==> src/rss_pkg.sv <==
// shared types, constants and phase codes of the ramp/soak setpoint block
package rss_pkg;

    localparam int MAX_STEPS = 16;
    localparam int STEP_W    = 4;
    localparam int CNT_W     = 5;
    localparam int TIME_W    = 16;
    localparam int TEMP_W    = 11;
    localparam int NOW_W     = 22;
    localparam int MEAS_W    = 15;
    localparam int DIFF_W    = TEMP_W + 1;
    localparam int PROD_W    = TEMP_W + TIME_W;
    localparam int DIV_CNT_W = 5;

    localparam logic [1:0] PHASE_NONE = 2'd0;
    localparam logic [1:0] PHASE_RAMP = 2'd1;
    localparam logic [1:0] PHASE_HOLD = 2'd2;
    localparam logic [1:0] PHASE_PAST = 2'd3;

    localparam logic REQ_WRITE = 1'b0;
    localparam logic REQ_EVAL  = 1'b1;

    localparam logic [TEMP_W-1:0] TEMP_MAX = {TEMP_W{1'b1}};

    typedef struct packed {
        logic                req_type;
        logic [STEP_W-1:0]   step_index;
        logic [TIME_W-1:0]   step_ramp_minutes;
        logic [TIME_W-1:0]   step_hold_minutes;
        logic [TEMP_W-1:0]   step_target_temp;
        logic [NOW_W-1:0]    elapsed_minutes;
        logic [MEAS_W-1:0]   measured_temp;
    } rss_in_t;

    typedef struct packed {
        logic [TEMP_W-1:0]   setpoint_temp;
        logic                heater_on;
        logic [STEP_W-1:0]   active_step;
        logic [1:0]          phase_kind;
    } rss_out_t;

    // step entry write broadcast to all cells
    typedef struct packed {
        logic                en;
        logic [STEP_W-1:0]   idx;
        logic [TIME_W-1:0]   ramp;
        logic [TIME_W-1:0]   hold;
        logic [TEMP_W-1:0]   tgt;
    } rss_wr_t;

    // evaluation token passed from cell to cell
    typedef struct packed {
        logic                      valid;
        logic [NOW_W-1:0]          now;
        logic [NOW_W-1:0]          acc;
        logic [TEMP_W-1:0]         prev_tgt;
        logic [CNT_W-1:0]          remaining;
        logic [STEP_W-1:0]         step;
        logic [STEP_W-1:0]         last_step;
        logic                      found;
        logic [1:0]                kind;
        logic [STEP_W-1:0]         act;
        logic [TEMP_W-1:0]         sp;
        logic                      need_div;
        logic [TEMP_W-1:0]         from;
        logic signed [DIFF_W-1:0]  diff;
        logic [TIME_W-1:0]         t;
        logic [TIME_W-1:0]         ramp;
    } rss_tok_t;

endpackage

==> src/rss_cell.sv <==
// one profile step: holds its entry and advances the evaluation token
module rss_cell
    import rss_pkg::*;
(
    input  logic              clk,
    input  logic              rst_n,
    input  logic [STEP_W-1:0] cell_idx,
    input  rss_wr_t           wr,
    input  rss_tok_t          tok_in,
    output rss_tok_t          tok_out
);

    logic [TIME_W-1:0] ramp_reg;
    logic [TIME_W-1:0] hold_reg;
    logic [TEMP_W-1:0] tgt_reg;
    rss_tok_t          tok_reg;
    rss_tok_t          tok_next;
    logic [NOW_W-1:0]  rend;
    logic [NOW_W-1:0]  acc_mid;
    logic [NOW_W-1:0]  hend;

    always_ff @(posedge clk)
    begin
        if (wr.en && wr.idx == cell_idx)
        begin
            ramp_reg <= wr.ramp;
            hold_reg <= wr.hold;
            tgt_reg  <= wr.tgt;
        end
    end

    assign rend    = tok_in.acc + NOW_W'(ramp_reg);
    assign acc_mid = (ramp_reg != '0) ? rend : tok_in.acc;
    assign hend    = acc_mid + NOW_W'(hold_reg);

    always_comb
    begin
        tok_next      = tok_in;
        tok_next.step = tok_in.step + 1'b1;
        if (tok_in.valid && !tok_in.found && tok_in.remaining != '0)
        begin
            if (ramp_reg != '0 && tok_in.now <= rend)
            begin
                tok_next.found    = 1'b1;
                tok_next.kind     = PHASE_RAMP;
                tok_next.act      = tok_in.step;
                tok_next.sp       = tgt_reg;
                tok_next.need_div = (tok_in.step != '0);
                tok_next.from     = tok_in.prev_tgt;
                tok_next.diff     = $signed({1'b0, tgt_reg}) - $signed({1'b0, tok_in.prev_tgt});
                tok_next.t        = TIME_W'(tok_in.now - tok_in.acc);
                tok_next.ramp     = ramp_reg;
            end
            else if (tok_in.now <= hend)
            begin
                tok_next.found = 1'b1;
                tok_next.kind  = PHASE_HOLD;
                tok_next.act   = tok_in.step;
                tok_next.sp    = tgt_reg;
            end
            tok_next.acc       = hend;
            tok_next.remaining = tok_in.remaining - 1'b1;
            tok_next.prev_tgt  = tgt_reg;
            tok_next.last_step = tok_in.step;
        end
    end

    always_ff @(posedge clk or negedge rst_n)
    begin
        if (!rst_n)
            tok_reg <= '0;
        else
            tok_reg <= tok_next;
    end

    assign tok_out = tok_reg;

endmodule

==> config.mk <==
export PLATFORM = sky130hd
export DESIGN_NAME = rss_cell
export DESIGN_NICKNAME = d
export VERILOG_FILES = /design/src/rss_pkg.sv /design/src/rss_cell.sv
export SDC_FILE = /design/constraint.sdc
export NUM_CORES = 1
export LEC_CHECK = 0
export ABC_AREA = 1
export BUFFER_PORTS_ARGS = -buffer_cell sky130_fd_sc_hd__buf_2
export CORE_MARGIN = 2
export CORE_UTILIZATION = 30
export DETAILED_ROUTE_END_ITERATION = 10
export SYNTH_ARGS = -nofsm -noshare
export SYNTH_HDL_FRONTEND = slang
export SYNTH_SLANG_ARGS = --single-unit
==> constraint.sdc <==
create_clock -name clk -period 5.73 [get_ports clk]
set_input_delay 0.8595 -clock clk [delete_from_list [all_inputs] [get_ports clk]]
set_output_delay 0.8595 -clock clk [all_outputs]
set_load 0.05 [all_outputs]
==> run summary <==
Layout Area Growth over Synthesis = 30.5%
Post-route DRC = 0
Number of setup violations in the final report = 0
Maximum clock path buffer count = 2
Initial antenna violation count = 2
# Post-CTS Setup Buffers = 0
Worst min path class = input pin to async pin
Clk_skew = 22.9 ps
Register area share after synthesis = 45.0%
First drt pass iteration count = 5
Top FF cell, synth = dfrtp_1
Syn nets = 1576
Post-synth top area share = 33.0%
Die height = 194 µm
Crit path launch type = flop
Cell mode on critical path = nand2_1
Vias in the first global route = 10263
CTS Buf Count = 17
WP data required = 6060 ps
Syn avg cell area = 8.53 µm²
Tot GR Track Use = 20.2%
Clk pin slew, worst setup/hold paths = 80 ps
CP Max Fanout = 21
Initial DRC Count = 456
Reg2reg setup slack = 450 ps
Final Util = 39.7%
YS warnings = 0
Number of top-level pins = 340
Crit-path slowest cell = edfxtp_1
Minimum clock period = 5280 ps
Routed length per instance = 17.9 µm
Fmax = 190 MHz
Post-Place Cell Area = 13600 µm²
Endpoints failing hold = 0
Core area = 35600 µm²
Die X = 194 µm
Avg Vias per Cell = 4.69
Cell Pwr Density = 289 nW/µm²
Post-synth EDFFs = 43
Count of final max-slew check failures = 0
Port Buf Inserts = 339
Post-synthesis cell count = 1270
Yosys top cell by area = dfrtp_1
Cell leakage power = 7.40 nW
Detailed-route via count = 10076
Clock sink count = 186
#FFs+latches synth = 186
First-pass GRT wire length = 57600 µm
Synth area leaders = dfrtp_1 (33%), ha_1 (12%), edfxtp_1 (12%)
RSZ-0062 raised after global routing = no
Setup CP Type = flop to flop
Worst-Skew Late Latency = 460 ps
Die footprint = 37600 µm²
Outcome = finished, final reports clean
Post-Route WL = 38400 µm
Initial core utilization = 30.5%
H-Tree Depth = 4
Max-Cap Viols = 0
PostCTS Resize Cnt = 0
Final Wtd Congestion = 0.948
IR drop worst, VDD = 0.214 mV
Measured slew at the worst slew-check pin = 866 ps
Layout cells sized above 1 = 27.9%
Clock root cell = clkbuf_16
Pin count of the biggest net entering global routing = 86
Nets = 1978
Largest register FFs = 143
Rows = 69
Post-layout instance area = 14100 µm²
Yosys cell types = 42
Post-detailed-route count of antenna-violating nets = 0
CP peak stage delay = 510 ps
FFs w/ async S/R, synth = 76.9%
CTS tree = done
Crit. End Element = flop
Crit share post-route = 92.1%
Post-DP HPWL = 31300 µm
# hold bufs at CTS = 0
Netlist Area Pre-Place = 10800 µm²
Worst EP arrival = 5600 ps
Slew HR = 42.2%
GR Overflow Total = 0
==> final timing paths <==
path,cells past startpoint,to,start
setup / recovery,30,tok_out[73],ramp_reg[8]
hold reg to reg,2,tok_out[60],tgt_reg[4]
max in group asynchronous,2,tok_out[105],rst_n
setup reg to reg,30,tok_out[73],ramp_reg[8]
min in group clk,2,tok_out[60],tgt_reg[4]
hold / removal,1,tok_out[66],rst_n
==> worst max-delay path: cells and delay by family, from the launching register on <==
family	cells	cell delay [ps]
buf+inv	4	630
compound gates	5	720
fa+ha+maj	3	1040
flops	1	510
xor+xnor	1	240
simple gates	17	1990
==> per-layer routing <==
metal	wire length, µm	track usage, %	up-vias
met5	0	0	-
met4	1110	7.07	0
met3	2260	4.35	57
met2	18400	34.1	369
met1	16600	25.6	4641
li1	-	-	5009
==> cell families after synthesis <==
group                      after synthesis  share of synthesized area (%)
xor gates and xnor gates                58                           4.69
AOI/OAI and AO/OA                      242                           11.9
and+or+nand+nor                        506                           19.6
adders and majority gates              109                           12.9
buffers and inverters                  169                           6.01
DFF                                    186                           45.0
==> area by class of cell <==
class	count	area (µm²)
sequential	186	4870
antenna	2	5.00
clock buffer	19	433
fill	3661	21400
timing repair buffer	411	2270
inverter	141	529
multi-input combinational	915	5350
tap	461	577
clock inverter	13	108
==> stage by stage <==
step / setup TNS, ps / power (mW) / setup slack [ps] / instances / hold WS [ps]
after detailed placement: -61.1 / 2.97 / -61.1 / 2114 / 495
after floorplan: 0 / 2.44 / 802 / 1270 / 472
final: 0 / 4.09 / 454 / 2148 / 224
after CTS: 0 / 4.15 / 413 / 2146 / 191
after global placement: -4.79 / 2.96 / -4.79 / 2114 / 494
after global routing: 0 / 4.33 / 11.6 / 2146 / 193
==> cell usage after synthesis (2+ instances only) <==
master,instances
nand2_1,327
dfrtp_1,143
inv_1,140
o21ai_0,122
ha_1,105
a21oi_1,81
nor2_1,68
nand3_1,59
edfxtp_1,43
xor2_1,37
xnor2_1,21
nand4_1,15
buf_2,13
clkbuf_1,13
nand2_2,9
nor3_1,9
o21ai_1,9
a31oi_1,4
fa_1,4
nand3_2,4
o211ai_1,4
o21bai_1,4
a21boi_0,3
and2_1,3
nor2_2,3
o21ai_2,3
o31ai_1,3
a21boi_1,2
a21o_1,2
buf_1,2
nand3b_1,2
o41ai_1,2
or2_2,2
==> layout by cell type, fill, tap and decap left out, types with 21 or more instances in the layout <==
| master | count |
|---|---|
| nor2_1 | 67 |
| edfxtp_1 | 43 |
| buf_2 | 338 |
| a21oi_1 | 80 |
| xnor2_1 | 21 |
| dfrtp_1 | 143 |
| nand2_1 | 326 |
| xor2_1 | 37 |
| o21ai_0 | 121 |
| ha_1 | 105 |
| nand3_1 | 59 |
| buf_4 | 70 |
| inv_1 | 140 |
==> power breakdown <==
part           internal (mW)  switching [mW]  total, mW
Sequential              1.46          0.0348       1.50
Combinational          0.462           0.988       1.45
Clock                  0.570           0.572       1.14
Total                   2.49            1.60       4.09
Power figures use the tool's default switching activity.
