## src/rss_pkg.sv

```systemverilog
// shared types, constants and phase codes of the ramp/soak setpoint block
package rss_pkg;

    localparam int MAX_STEPS = 16;
    localparam int STEP_W    = 4;
    localparam int CNT_W     = 5;
    localparam int TIME_W    = 16;
    localparam int TEMP_W    = 11;
    localparam int NOW_W     = 22;
    localparam int MEAS_W    = 15;
    localparam int DIFF_W    = TEMP_W + 1;
    localparam int PROD_W    = TEMP_W + TIME_W;
    localparam int DIV_CNT_W = 5;

    localparam logic [1:0] PHASE_NONE = 2'd0;
    localparam logic [1:0] PHASE_RAMP = 2'd1;
    localparam logic [1:0] PHASE_HOLD = 2'd2;
    localparam logic [1:0] PHASE_PAST = 2'd3;

    localparam logic REQ_WRITE = 1'b0;
    localparam logic REQ_EVAL  = 1'b1;

    localparam logic [TEMP_W-1:0] TEMP_MAX = {TEMP_W{1'b1}};

    typedef struct packed {
        logic                req_type;
        logic [STEP_W-1:0]   step_index;
        logic [TIME_W-1:0]   step_ramp_minutes;
        logic [TIME_W-1:0]   step_hold_minutes;
        logic [TEMP_W-1:0]   step_target_temp;
        logic [NOW_W-1:0]    elapsed_minutes;
        logic [MEAS_W-1:0]   measured_temp;
    } rss_in_t;

    typedef struct packed {
        logic [TEMP_W-1:0]   setpoint_temp;
        logic                heater_on;
        logic [STEP_W-1:0]   active_step;
        logic [1:0]          phase_kind;
    } rss_out_t;

    // step entry write broadcast to all cells
    typedef struct packed {
        logic                en;
        logic [STEP_W-1:0]   idx;
        logic [TIME_W-1:0]   ramp;
        logic [TIME_W-1:0]   hold;
        logic [TEMP_W-1:0]   tgt;
    } rss_wr_t;

    // evaluation token passed from cell to cell
    typedef struct packed {
        logic                      valid;
        logic [NOW_W-1:0]          now;
        logic [NOW_W-1:0]          acc;
        logic [TEMP_W-1:0]         prev_tgt;
        logic [CNT_W-1:0]          remaining;
        logic [STEP_W-1:0]         step;
        logic [STEP_W-1:0]         last_step;
        logic                      found;
        logic [1:0]                kind;
        logic [STEP_W-1:0]         act;
        logic [TEMP_W-1:0]         sp;
        logic                      need_div;
        logic [TEMP_W-1:0]         from;
        logic signed [DIFF_W-1:0]  diff;
        logic [TIME_W-1:0]         t;
        logic [TIME_W-1:0]         ramp;
    } rss_tok_t;

endpackage

```

## src/rss_div.sv

```systemverilog
// restoring divider, one quotient bit per cycle
module rss_div
    import rss_pkg::*;
(
    input  logic              clk,
    input  logic              rst_n,
    input  logic              start,
    input  logic [PROD_W-1:0] dividend,
    input  logic [TIME_W-1:0] divisor,
    output logic              done,
    output logic [PROD_W-1:0] quotient
);

    logic                 busy_reg;
    logic                 done_reg;
    logic [DIV_CNT_W-1:0] cnt_reg;
    logic [TIME_W-1:0]    rem_reg;
    logic [PROD_W-1:0]    quo_reg;
    logic [TIME_W-1:0]    dvs_reg;
    logic [TIME_W:0]      rem_sh;
    logic                 fits;

    assign rem_sh = {rem_reg, quo_reg[PROD_W-1]};
    assign fits   = (rem_sh >= {1'b0, dvs_reg});

    always_ff @(posedge clk or negedge rst_n)
    begin
        if (!rst_n)
        begin
            busy_reg <= 1'b0;
            done_reg <= 1'b0;
            cnt_reg  <= '0;
        end
        else
        begin
            done_reg <= 1'b0;
            if (start)
            begin
                busy_reg <= 1'b1;
                cnt_reg  <= DIV_CNT_W'(PROD_W);
            end
            else if (busy_reg)
            begin
                cnt_reg <= cnt_reg - 1'b1;
                if (cnt_reg == DIV_CNT_W'(1))
                begin
                    busy_reg <= 1'b0;
                    done_reg <= 1'b1;
                end
            end
        end
    end

    always_ff @(posedge clk)
    begin
        if (start)
        begin
            quo_reg <= dividend;
            rem_reg <= '0;
            dvs_reg <= divisor;
        end
        else if (busy_reg)
        begin
            rem_reg <= fits ? TIME_W'(rem_sh - {1'b0, dvs_reg}) : TIME_W'(rem_sh);
            quo_reg <= {quo_reg[PROD_W-2:0], fits};
        end
    end

    assign done     = done_reg;
    assign quotient = quo_reg;

endmodule

```

## config.mk

```make
export PLATFORM = sky130hd
export DESIGN_NAME = rss_div
export DESIGN_NICKNAME = d
export VERILOG_FILES = /design/src/rss_pkg.sv /design/src/rss_div.sv
export SDC_FILE = /design/constraint.sdc
export NUM_CORES = 1
export LEC_CHECK = 0
export BUFFER_PORTS_ARGS = -buffer_cell sky130_fd_sc_hd__buf_2
export CAP_MARGIN = 20
export CORE_MARGIN = 2
export CORE_UTILIZATION = 60
export DETAILED_ROUTE_END_ITERATION = 10
export HOLD_SLACK_MARGIN = 0.06
export PLACE_DENSITY = 0.94
export SLEW_MARGIN = 10
export SYNTH_ARGS = -nofsm -noshare
export SYNTH_HDL_FRONTEND = slang
export SYNTH_SLANG_ARGS = --single-unit
```

## constraint.sdc

```tcl
create_clock -name clk -period 3.3 [get_ports clk]
set_input_delay 0.825 -clock clk [delete_from_list [all_inputs] [get_ports clk]]
set_output_delay 0.825 -clock clk [all_outputs]
set_load 0.005 [all_outputs]
```

==> results.txt, run 1 <==
The kind of path behind the tightest hold check is input pin to async pin. After global routing the overflow that remains totals 0. The number of nets in the finished design is 482.

The port buffer count came out at 73. The post-route antenna net violation count is 0. The number of inserted filler cells in the final layout came out at 401. During synthesis, Yosys emitted a total of 0 warnings.

STA classifies the critical path startpoint as a flop. Sequential cells were found to cover 48.3% of the synthesized design area. For this design the ratio of total power to cell area is 459 mW/mm^2. The hold violation count in the final report came out at 0. Static timing analysis puts the maximum clock frequency at ~0.37 GHz. The final-report setup violation count is 0. The post-synthesis net count is between 400 and 500. Counting flops and latches in the post-synthesis netlist gives 66.

The number of max-capacitance violations reported is 0. The number of flip-flops under the largest register name came out at 27. The worst-path maximum fanout is 19. The startpoint of the most critical setup path is dvs_reg[14]$_DFFE_PP_. The number of setup buffers added after CTS came out at 0.

The area of combinational cells with multiple inputs is 0.00175 mm^2. The number of global-route vias before repair was between 2000 and 3000. The internal reg-to-reg setup slack came out at 610 ps.

In the final layout, flip-flops and latches occupy about 0.0018 mm^2. The share of the cycle needed by the critical path after routing is 81.5%. Pin placement for this block handled 74 I/O pins. IR analysis of the VDD net gives a maximum drop of 0.000369 V. The critical path in this run is classified as flop to flop.

The library cell used most frequently in the layout, excluding fill and tap cells, is buf_2. The average wire per cell in the routed design came out at 17.1 um. The initial core utilization is 62.4%.

The length of the first detailed-routing pass in iterations is 5. The number of CTS-inserted buffers came out at 9. The overall track demand over capacity in global routing came out at 26.7%. The critical path data required time is about 3600 ps. Entering global routing, the biggest net connects 44 pins. The average size of a mapped cell is about 11 um^2. The fraction of layout instances using a drive strength above 1 is 31.0%. The post-synthesis instance total came out at about 340. The final standard cell area without fillers came out at between 0.004 and 0.005 mm^2.

The per-cell via count in the routed design is 6.06. The first-pass GRT wire length is 13500 um. Counting every sink on the clock net gives 66. The layout overhead on the synthesized area came out at 17.2%. The async set-or-reset flop fraction in the synthesized netlist came out at 10.6%. For the worst-skew pair, the clock arrives at the later sink with an insertion delay of 360 ps. Clock-pin slew was measured on the worst setup and hold paths at around 80 ps. The via count of the routed design came out at 3010.

The actual slew at the worst max-slew pin came out at 838 ps. The post-synthesis instance area came out at 0.00370 mm^2. The top cell types in the final layout, fill and taps aside, are buf_2, edfxtp_1, nand2_1.

The final critical-path required period came out at 2690 ps. The total half-perimeter wirelength after legalization and detailed placement came out at 5950 um. Setup repair after global routing left no endpoint under its margin. The post-place setup slack is 722 ps. The area of the core region is 0.00592 mm^2. The source of the worst register-to-register timing path is dvs_reg[14]$_DFFE_PP_. 0 antenna diodes ended up in the layout.

Across all hold checks on the routed design, the worst slack comes to 283 ps. The full die area came out at about 0.007 mm^2. The worst setup path is captured at a flop.

TritonCTS built the clock tree. The floorplan die height came out at approximately 82 um. The initialized floorplan defines 28 standard-cell rows. The max-slew headroom at the worst pin came out at 44.1%. The setup total negative slack is 0 ps. The routed design has 8500 um of wire. The instance area after placement came out at around 0.004 mm^2. For this run, the number of standard cells in the final layout without fillers is 497. In this run the clock root is driven by a clkbuf_8. The clock arrives with 12.9 ps of skew. In this run, the number of DRC markers left after iteration 0 of detailed routing was 253. The run finished with clean final reports. The number of remaining DRC errors is 0.

Once placement completed, the tool counted placed cells totaling 481. Summed over all cells, the static leakage comes to 1.88 nW. For this run, the leading register cell type out of synthesis is edfxtp_1.

The data arrival at the endpoint of the critical path came out at 2960 ps. The post-cts resize count is 0. The netlist uses 54 different library cells. The final RePlAce weighted congestion came out at 0.894. The max-slew violation count came out at 0.

The number of antenna violations at the first check in global routing is 0. The number of levels in the clock H-tree came out at 3. The maximum clock insertion buffer count is 2. The post-route worst setup slack is a little over 600 ps. The cts-stage hold buffer count is 0. The count of flip-flops with a built-in enable after synthesis is 43. The die extent in x is 82.5 um.
## layout make-up
type | count | share of cell area, %
clock buffer | 11 | 3.76
inverter | 22 | 1.91
timing repair buffer | 77 | 9.13
multi-input combinational | 241 | 40.4
tap | 75 | 2.17
sequential | 66 | 41.3
clock inverter | 5 | 1.39
## synth_stat cells (9+ instances only)
| library cell | n | area, um^2 |
|---|---|---|
| xnor2_1 | 11 | 96.3 |
| edfxtp_1 | 43 | 1290 |
| dfxtp_1 | 16 | 320 |
| ha_1 | 18 | 225 |
| a21oi_1 | 20 | 100 |
| nand2_1 | 35 | 131 |
| o21ai_0 | 9 | 45.0 |
| mux2_2 | 26 | 293 |
| clkbuf_1 | 10 | 37.5 |
| nand2b_1 | 12 | 75.1 |
| nor2_1 | 29 | 109 |
| a21o_1 | 10 | 75.1 |
| inv_1 | 22 | 82.6 |
## worst max-delay path, cell delays in order, from the launching register on
cell,delay (ps)
edfxtp_1,370
inv_1,80
ha_1,280
a21o_1,210
a211oi_1,350
nand2_1,170
o31ai_4,710
nand2_1,170
a311oi_2,260
## cells by family after synthesis
family	Yosys count	synth area share, %
and+or+nand+nor	106	14.0
AOI/OAI and AO/OA	76	15.4
DFF	66	48.3
buffers and inverters	37	4.33
muxes	27	8.19
adders and majority gates	19	6.64
xor gates and xnor gates	13	3.08
## metal layers
| metal | share of wire [%] | vias up | GRT usage (%) |
|---|---|---|---|
| met5 | 0 | - | 0 |
| met4 | 4.5 | 0 | 15.5 |
| met3 | 5.1 | 46 | 5.00 |
| met2 | 52 | 131 | 45.9 |
| met1 | 38 | 1440 | 31.0 |
| li1 | - | 1393 | - |
## power breakdown
group / leakage, nW / internal, mW / switching (mW) / total (mW)
clock: 0.111 / 0.416 / 0.332 / 0.748
combinational: 1.12 / 0.129 / 0.138 / 0.267
sequential: 0.649 / 0.945 / 0.0300 / 0.975
## path summary, 6_finish.rpt
kind / endpoint / cells after the start
worst min-delay path: cnt_reg[0]$_DFFE_PN0P_ / 1
worst max register to register: rem_reg[5]$_SDFFE_PP0P_ / 8
worst max-delay path: rem_reg[5]$_SDFFE_PP0P_ / 8
max in group asynchronous: cnt_reg[3]$_DFFE_PN0P_ / 1
worst min register to register: rem_reg[11]$_SDFFE_PP0P_ / 2
min in group clk: rem_reg[11]$_SDFFE_PP0P_ / 2
## per-stage QoR
stage	utilization (%)	total power [mW]
2_1_floorplan	-	1.15
5_1_grt	73.1	2.05
3_5_place_dp	69.4	1.25
3_3_place_gp	69.4	1.23
6_report	73.1	1.99
4_1_cts	73.1	1.99
Power figures use the tool's default switching activity.
==> run 2, diff against run 1 <==
--- a/config.mk
+++ b/config.mk
@@ -8,10 +8,10 @@
 export BUFFER_PORTS_ARGS = -buffer_cell sky130_fd_sc_hd__buf_2
 export CAP_MARGIN = 20
 export CORE_MARGIN = 2
-export CORE_UTILIZATION = 60
+export CORE_UTILIZATION = 55
 export DETAILED_ROUTE_END_ITERATION = 10
 export HOLD_SLACK_MARGIN = 0.06
-export PLACE_DENSITY = 0.94
+export PLACE_DENSITY = 0.88
 export SLEW_MARGIN = 10
 export SYNTH_ARGS = -nofsm -noshare
 export SYNTH_HDL_FRONTEND = slang
==> constraint.sdc (replaced) <==
create_clock -name clk -period 2.54 [get_ports clk]
set_input_delay 0.635 -clock clk [delete_from_list [all_inputs] [get_ports clk]]
set_output_delay 0.635 -clock clk [all_outputs]
set_load 0.005 [all_outputs]
==> results.txt, run 2 (synthesized netlist as in run 1, its figures left out) <==
The kind of end point of the critical path is a flop. The critical path data required time is 2800 ps (-770 ps). The full die area was 0.00739 mm^2 (+8.6%). The minimum hold slack is 91.8 ps (-191 ps). The initial core utilization came out at 57.5% (-4.9 points). The category of the critical setup timing path is flop to flop.

The number of clock sinks was 66 (unchanged). The routed length on met3 was 319 um (-27%). The final-report setup violation count is 0 (unchanged). The number of remaining DRC errors is 0 (unchanged). The slowest stage cell on the critical path is o31ai_4. The overall track demand over capacity in global routing was 21.8% (-4.9 points). The via count of the routed design came to 2850 (-5.3%). The final RePlAce weighted congestion was 0.932 (+4.2%). The flip-flop and latch area came out at 0.00179 mm^2 (unchanged). The area of the core region came to 0.00642 mm^2 (+8.5%). The length in cells of the worst reg-to-reg path came out at 9 (+1). The number of inserted diodes came out at 0 (unchanged). The achievable frequency was 0.423 GHz (+14%). The leakage power summed over all cells is 1.91 nW (+1.7%).

The global route total overflow came out at 0 (unchanged). The worst clock skew is 7.47 ps (-5.40 ps). The standard-cell row count is 29 (+3.6%). The post-route antenna net violation count came out at 0 (unchanged). CTS placed an instance of clkbuf_8 at the clock tree root. The maximum number of pins on one net before global-route repair came out at 43 (-2.3%).

The floorplan die height was 86.0 um (+4.2%). STA classifies the critical path startpoint as a flop. The number of inserted filler cells in the final layout came out at 466 (+16%). The setup total negative slack is 0 ps (unchanged). The layout overhead on the synthesized area is 19.1%. The total I/O pin count came out at 74 (unchanged).

The number of setup buffers added after CTS is 0 (unchanged). The die extent in x is 86.0 um (+4.2%). The share of the core filled with cells is 68.5% (-4.6 points). The power per standard cell area came out at 588 mW/mm^2 (+28%). TritonCTS built the clock tree.

The max-slew headroom at the worst pin came out at 57.9% (+14 points). In this run the critical register-to-register path is launched from dvs_reg[14]$_DFFE_PP_. The max-slew violation count is 0 (unchanged). The actual slew at the worst max-slew pin came out at 631 ps (-207 ps).

The final standard cell area without fillers is 0.00440 mm^2 (+1.6%). The number of max-capacitance violations reported is 0 (unchanged). The peak ir drop on the vdd network came out at 0.000443 V (+20%). In this run the critical register-to-register path is captured at rem_reg[2]$_SDFFE_PP0P_.

The first-pass GRT wire length is 12400 um (-7.7%). The number of levels in the clock H-tree is 3 (unchanged). The length of the first detailed-routing pass in iterations is 7 (+2). Leaving out fill and tap cells, the most frequent cell in the layout is buf_2. The instance area after placement is 0.00416 mm^2 (+1.3%). The clock transition at the registers of the reported paths came out at 80 ps (about the same). The post-layout instance count excluding filler cells came out at 506 (+1.8%). The kind of path behind the tightest hold check is input pin to async pin. Leaving out fill and tap cells, the most frequent cells in the layout are buf_2, edfxtp_1, nand2_1.

The number of CTS-inserted buffers came out at 9 (unchanged). The per-cell via count in the routed design came out at 5.63 (-7.0%). The cts-stage hold buffer count came out at 0 (unchanged). The number of global-route vias before repair is 2673 (-8.6%). The delay of the slowest cell on the worst path is 380 ps (-330 ps). The number of flip-flops under the largest register name was 27 (unchanged). The total half-perimeter wirelength after legalization and detailed placement is 5620 um (-5.6%). Traced cell by cell, the critical path runs through inv_1, ha_1, a21o_1, a211oi_2, nand2_1, o31ai_4, buf_4, nand2_1, a311oi_1.

The critical path's most frequent cell is nand2_1. The length of routed wiring on met1 is 3430 um (+6.0%). The final critical-path required period came to 2360 ps (-325 ps).

The data arrival at the endpoint of the critical path was 2630 ps (-330 ps). The routed length on met2 came to 4100 um (-7.8%). The latest clock arrival within the worst-skew pair is 360 ps (about the same).

The share of the cycle needed by the critical path after routing is 93.1% (+12 points). The fraction of layout instances using a drive strength above 1 is 32.9% (+1.8 points). The area of combinational cells with multiple inputs is 0.00177 mm^2 (+1.1%). The total wirelength of the detailed-routed design came out at 8030 um (-5.6%). In this run the top signal layer used is met4. The hold violation count in the final report is 0 (unchanged). The port buffer count came out at 73 (unchanged). The initial detailed-routing violation count is 153 (-40%). The worst-path maximum fanout came out at 8 (-11).

The run finished with clean final reports. Setup repair after global routing left no endpoint under its margin. The number of nets in the finished design came out at 489 (+1.5%). The number of antenna violations at the first check in global routing came to 0 (unchanged). The placed instance count came out at 490 (+1.9%).

The average wire per cell in the routed design is 15.9 um (-7.3%). The internal reg-to-reg setup slack is 180 ps (-440 ps). The maximum clock insertion buffer count came out at 2 (unchanged).
[run 2: cell types whose count changed in the layout (fill, tap and decap cells not counted), sizes merged]
cell | before | now
bufinv | 1 | 2
buf | 77 | 84
clkinv | 3 | 4
clkbuf | 11 | 9
[run 2: report_power, final]
part,internal (mW),switching (mW)
registers,1.23,0.0382
logic,0.172,0.174
clock network,0.550,0.425
total,1.95,0.637
[run 2: routing by layer]
metal / GRT usage (%) / vias to the layer above
met5: 0 / -
met4: 9.09 / 0
met3: 6.45 / 19
met2: 34.8 / 63
met1: 27.8 / 1366
li1: - / 1402
[run 2: cell type report]
| cell class | instances | share of cell area, % |
|---|---|---|
| Timing Repair Buffer | 84 | 10.2 |
| Multi-Input combinational cell | 241 | 40.2 |
| Clock buffer | 9 | 2.81 |
| Inverter | 22 | 1.88 |
| Tap cell | 77 | 2.19 |
| Sequential cell | 66 | 40.6 |
| Clock inverter | 7 | 2.13 |
[run 2: critical path, delay by kind of cell, from the launching register on]
family	cells	cell delay [ps]
flip-flops	1	330
AO/OA/AOI/OAI	4	1150
buffers and inverters	2	260
AND/OR/NAND/NOR	2	210
adder cells (fa/ha/maj)	1	330
[run 2: how the worst max path moves through the flow]
| stage | slack [ps] | cells after the start | start | to |
|---|---|---|---|---|
| after floorplan | 370 | 9 | quotient[26]$_DFFE_PP_ | rem_reg[12]$_SDFFE_PP0P_ |
| after global placement | 190 | 9 | quotient[26]$_DFFE_PP_ | rem_reg[12]$_SDFFE_PP0P_ |
| after detailed placement | 140 | 10 | dvs_reg[1]$_DFFE_PP_ | rem_reg[2]$_SDFFE_PP0P_ |
| after CTS | 130 | 10 | dvs_reg[1]$_DFFE_PP_ | rem_reg[2]$_SDFFE_PP0P_ |
| after global routing | 4 | 9 | dvs_reg[14]$_DFFE_PP_ | rem_reg[2]$_SDFFE_PP0P_ |
| final | 180 | 9 | dvs_reg[14]$_DFFE_PP_ | rem_reg[2]$_SDFFE_PP0P_ |
[run 2: per-stage QoR]
step	power (mW)	setup slack [ps]
finish	2.59	176
global route	2.69	4.50
CTS	2.60	134
detailed placement	1.63	137
global placement	1.61	188
floorplan	1.49	367
[run 2: timing repair]
action | CTS | global route
resized for setup | 0 | 6
hold endpoints to repair | 0 | 0
setup endpoints to repair | 0 | 11
==> run 3, diff against run 2 <==
--- a/config.mk
+++ b/config.mk
@@ -10,6 +10,7 @@
 export CORE_MARGIN = 2
 export CORE_UTILIZATION = 55
 export DETAILED_ROUTE_END_ITERATION = 10
+export GPL_TIMING_DRIVEN = 0
 export HOLD_SLACK_MARGIN = 0.06
 export PLACE_DENSITY = 0.88
 export SLEW_MARGIN = 10
==> results.txt, run 3 (synthesized netlist as in run 1, its figures left out) <==
The minimum hold slack is 111 ps (+19.1 ps). The kind of end point of the critical path is a flop. Leaving out fill and tap cells, the most frequent cell in the layout is buf_2. The total wirelength of the detailed-routed design came out at 8650 um (+7.7%). The number of nets in the finished design is 494 (+1.0%). The instance area after placement is 0.00416 mm^2 (-0.12%). The overall power of the completed layout came out at 2.69 mW (+4.1%). The leakage power summed over all cells came to 1.91 nW (about the same). The final standard cell area without fillers is 0.00442 mm^2 (+0.54%). The data arrival at the endpoint of the critical path is 2700 ps (+70 ps). The peak ir drop on the vdd network is 0.000418 V (-5.6%).

The critical path data required time is 2790 ps (about the same). The post-route antenna net violation count came out at 0 (unchanged). The number of levels in the clock H-tree is 3 (unchanged). The number of inserted filler cells in the final layout was 480 (+3.0%).

The run finished with clean final reports. The number of CTS-inserted buffers is 9 (unchanged). The number of max-capacitance violations reported is 0 (unchanged).

The relative contribution of the clock network to total power was 39.6% (+1.9 points). The worst-path maximum fanout is 4 (-4). The total half-perimeter wirelength after legalization and detailed placement came out at 5950 um (+5.8%). The switching fraction of total power is 23.7% (-0.92 points). The number of antenna violations at the first check in global routing is 0 (unchanged). The area of the core region came out at 0.00642 mm^2 (unchanged). The max-slew violation count came to 0 (unchanged). The hold violation count in the final report came out at 0 (unchanged). The number of flip-flops under the largest register name is 27 (unchanged). The signal on the critical path passes through inv_1, ha_1, fa_1, nand2b_4, a21oi_4, a21oi_1, a2111oi_2, a311oi_1, o31ai_1. The root buffer cell is clkbuf_8.

The via count of the routed design came out at 2989 (+4.9%). The final critical-path required period came out at 2450 ps (+90.4 ps). The global route total overflow came out at 0 (unchanged). The maximum clock insertion buffer count came out at 2 (unchanged).

The number of remaining DRC errors came out at 0 (unchanged). The number of inserted diodes is 0 (unchanged). The overall track demand over capacity in global routing is 23.6% (+1.7 points). The initial core utilization came out at 57.5% (unchanged).

The share of total power in sequential cells came out at 47.0% (-1.9 points). TritonCTS built the clock tree. The worst clock skew came out at 8.88 ps (+1.41 ps). The full die area is 0.00739 mm^2 (unchanged).

The library cells used most frequently in the layout, excluding fill and tap cells, are buf_2, edfxtp_1, nand2_1. STA classifies the critical path startpoint as a flop. The initial detailed-routing violation count was 230 (+50%). The achievable frequency is 0.407 GHz (-3.7%). The first-pass GRT wire length is 13500 um (+8.4%). The length of the first detailed-routing pass in iterations came out at 5 (-2).

The average wire per cell in the routed design is 16.9 um (+6.7%). The slowest stage of the critical path is the fa_1 cell. The per-cell via count in the routed design came to 5.85 (+3.9%). The fraction of layout instances using a drive strength above 1 came out at 30.9% (-2.0 points). The number of global-route vias before repair is 2890 (+8.1%). The post-route worst setup slack is 85.9 ps (-90.4 ps).

From synthesis to final layout, the design area changed by 19.7%. The clock transition at the registers of the reported paths came out at 80 ps (about the same). The design internal power was 2.05 mW (+5.4%). The total I/O pin count is 74 (unchanged).

The net switching power came to 0.639 mW (+0.24%). The actual slew at the worst max-slew pin came to 633 ps (+2.39 ps). The final-report setup violation count came out at 0 (unchanged). The combinational share of power came out at 13.4% (about the same).

The power per standard cell area came out at 609 mW/mm^2 (+3.6%). The delay of the slowest cell on the worst path came out at 400 ps (+20 ps). The standard-cell row count is 29 (unchanged). The port buffer count is 73 (unchanged). The share of the cycle needed by the critical path after routing is 96.6% (+3.6 points). The cts-stage hold buffer count is 0 (unchanged). The final RePlAce weighted congestion came out at 0.868 (-6.8%). The max-slew headroom at the worst pin came to 57.8% (-0.16 points).

The floorplan die height is 86.0 um (unchanged). The latest clock arrival within the worst-skew pair came out at 350 ps (about the same). The post-place setup slack is -24.6 ps (-161 ps). The die extent in x is 86.0 um (unchanged). The worst hold path belongs to the class input pin to async pin. The setup path with the least slack is of type flop to flop. The number of clock sinks is 66 (unchanged).

The share of the core filled with cells was 68.9% (+0.37 points). The maximum number of pins on one net before global-route repair is 28 (-35%).
==> run 3: cell count changes in the layout (fill, tap and decap cells not counted), sizes merged <==
cell,delta
buf,-5
bufinv,+1
clkbuf,+12
clkinv,-3
==> run 3: worst max-delay path: cells and delay by family, from the launching register on <==
family	cells	cell delay, ps
DFF	1	380
AOI/OAI and AO/OA	5	1110
adders and majority gates	2	620
and+or+nand+nor	1	190
buffers and inverters	1	60
==> run 3: metal layers <==
layer,track usage (%),wire [um],vias to the layer above
met3,4.91,395,21
met4,12.4,212,0
met2,38.0,4370,93
met1,29.8,3670,1458
met5,0,0,-
li1,-,-,1417
==> run 3: worst paths after layout <==
check | start | endpoint | slack, ps | depth (start not counted)
min in group clk | divisor[14] | dvs_reg[14]$_DFFE_PP_ | 460 | 1
max in group asynchronous | rst_n | done$_DFF_PN0_ | 2270 | 1
worst min register to register | rem_reg[8]$_SDFFE_PP0P_ | rem_reg[9]$_SDFFE_PP0P_ | 510 | 2
worst min-delay path | rst_n | cnt_reg[2]$_DFFE_PN0P_ | 110 | 1
worst max-delay path | quotient[26]$_DFFE_PP_ | rem_reg[12]$_SDFFE_PP0P_ | 90 | 9
worst max register to register | quotient[26]$_DFFE_PP_ | rem_reg[12]$_SDFFE_PP0P_ | 90 | 9
==> run 3: layout make-up <==
class,instances,area (um^2),area share (%)
Tap cell,77,96.3,2.18
Timing Repair Buffer,74,373,8.43
Clock buffer,11,131,2.97
Clock inverter,5,103,2.32
Inverter,22,82.6,1.87
Buffer,15,77.6,1.75
Sequential cell,66,1790,40.4
Multi-Input combinational cell,241,1770,40.1
==> run 3: timing repair <==
action                     CTS  global route
gates resized for setup      1             4
cloned                       0             0
buffers inserted             0             1
pin swaps                    0             3
hold endpoints to repair     0             0
setup endpoints to repair    1             1
==> run 3: through the flow <==
stage               instances  setup TNS, ps
floorplan                 344              0
global route              511          -8.75
global placement          494              0
CTS                       510              0
finish                    511              0
detailed placement        494           -215
==> run 3: power by group through the flow <==
stage | sequential, mW | combinational [mW] | clock [mW]
after floorplan | 1.29 | 0.202 | 0
after global placement | 1.28 | 0.327 | 0
after detailed placement | 1.29 | 0.339 | 0
after CTS | 1.27 | 0.347 | 1.07
after global routing | 1.27 | 0.394 | 1.11
final | 1.27 | 0.362 | 1.07
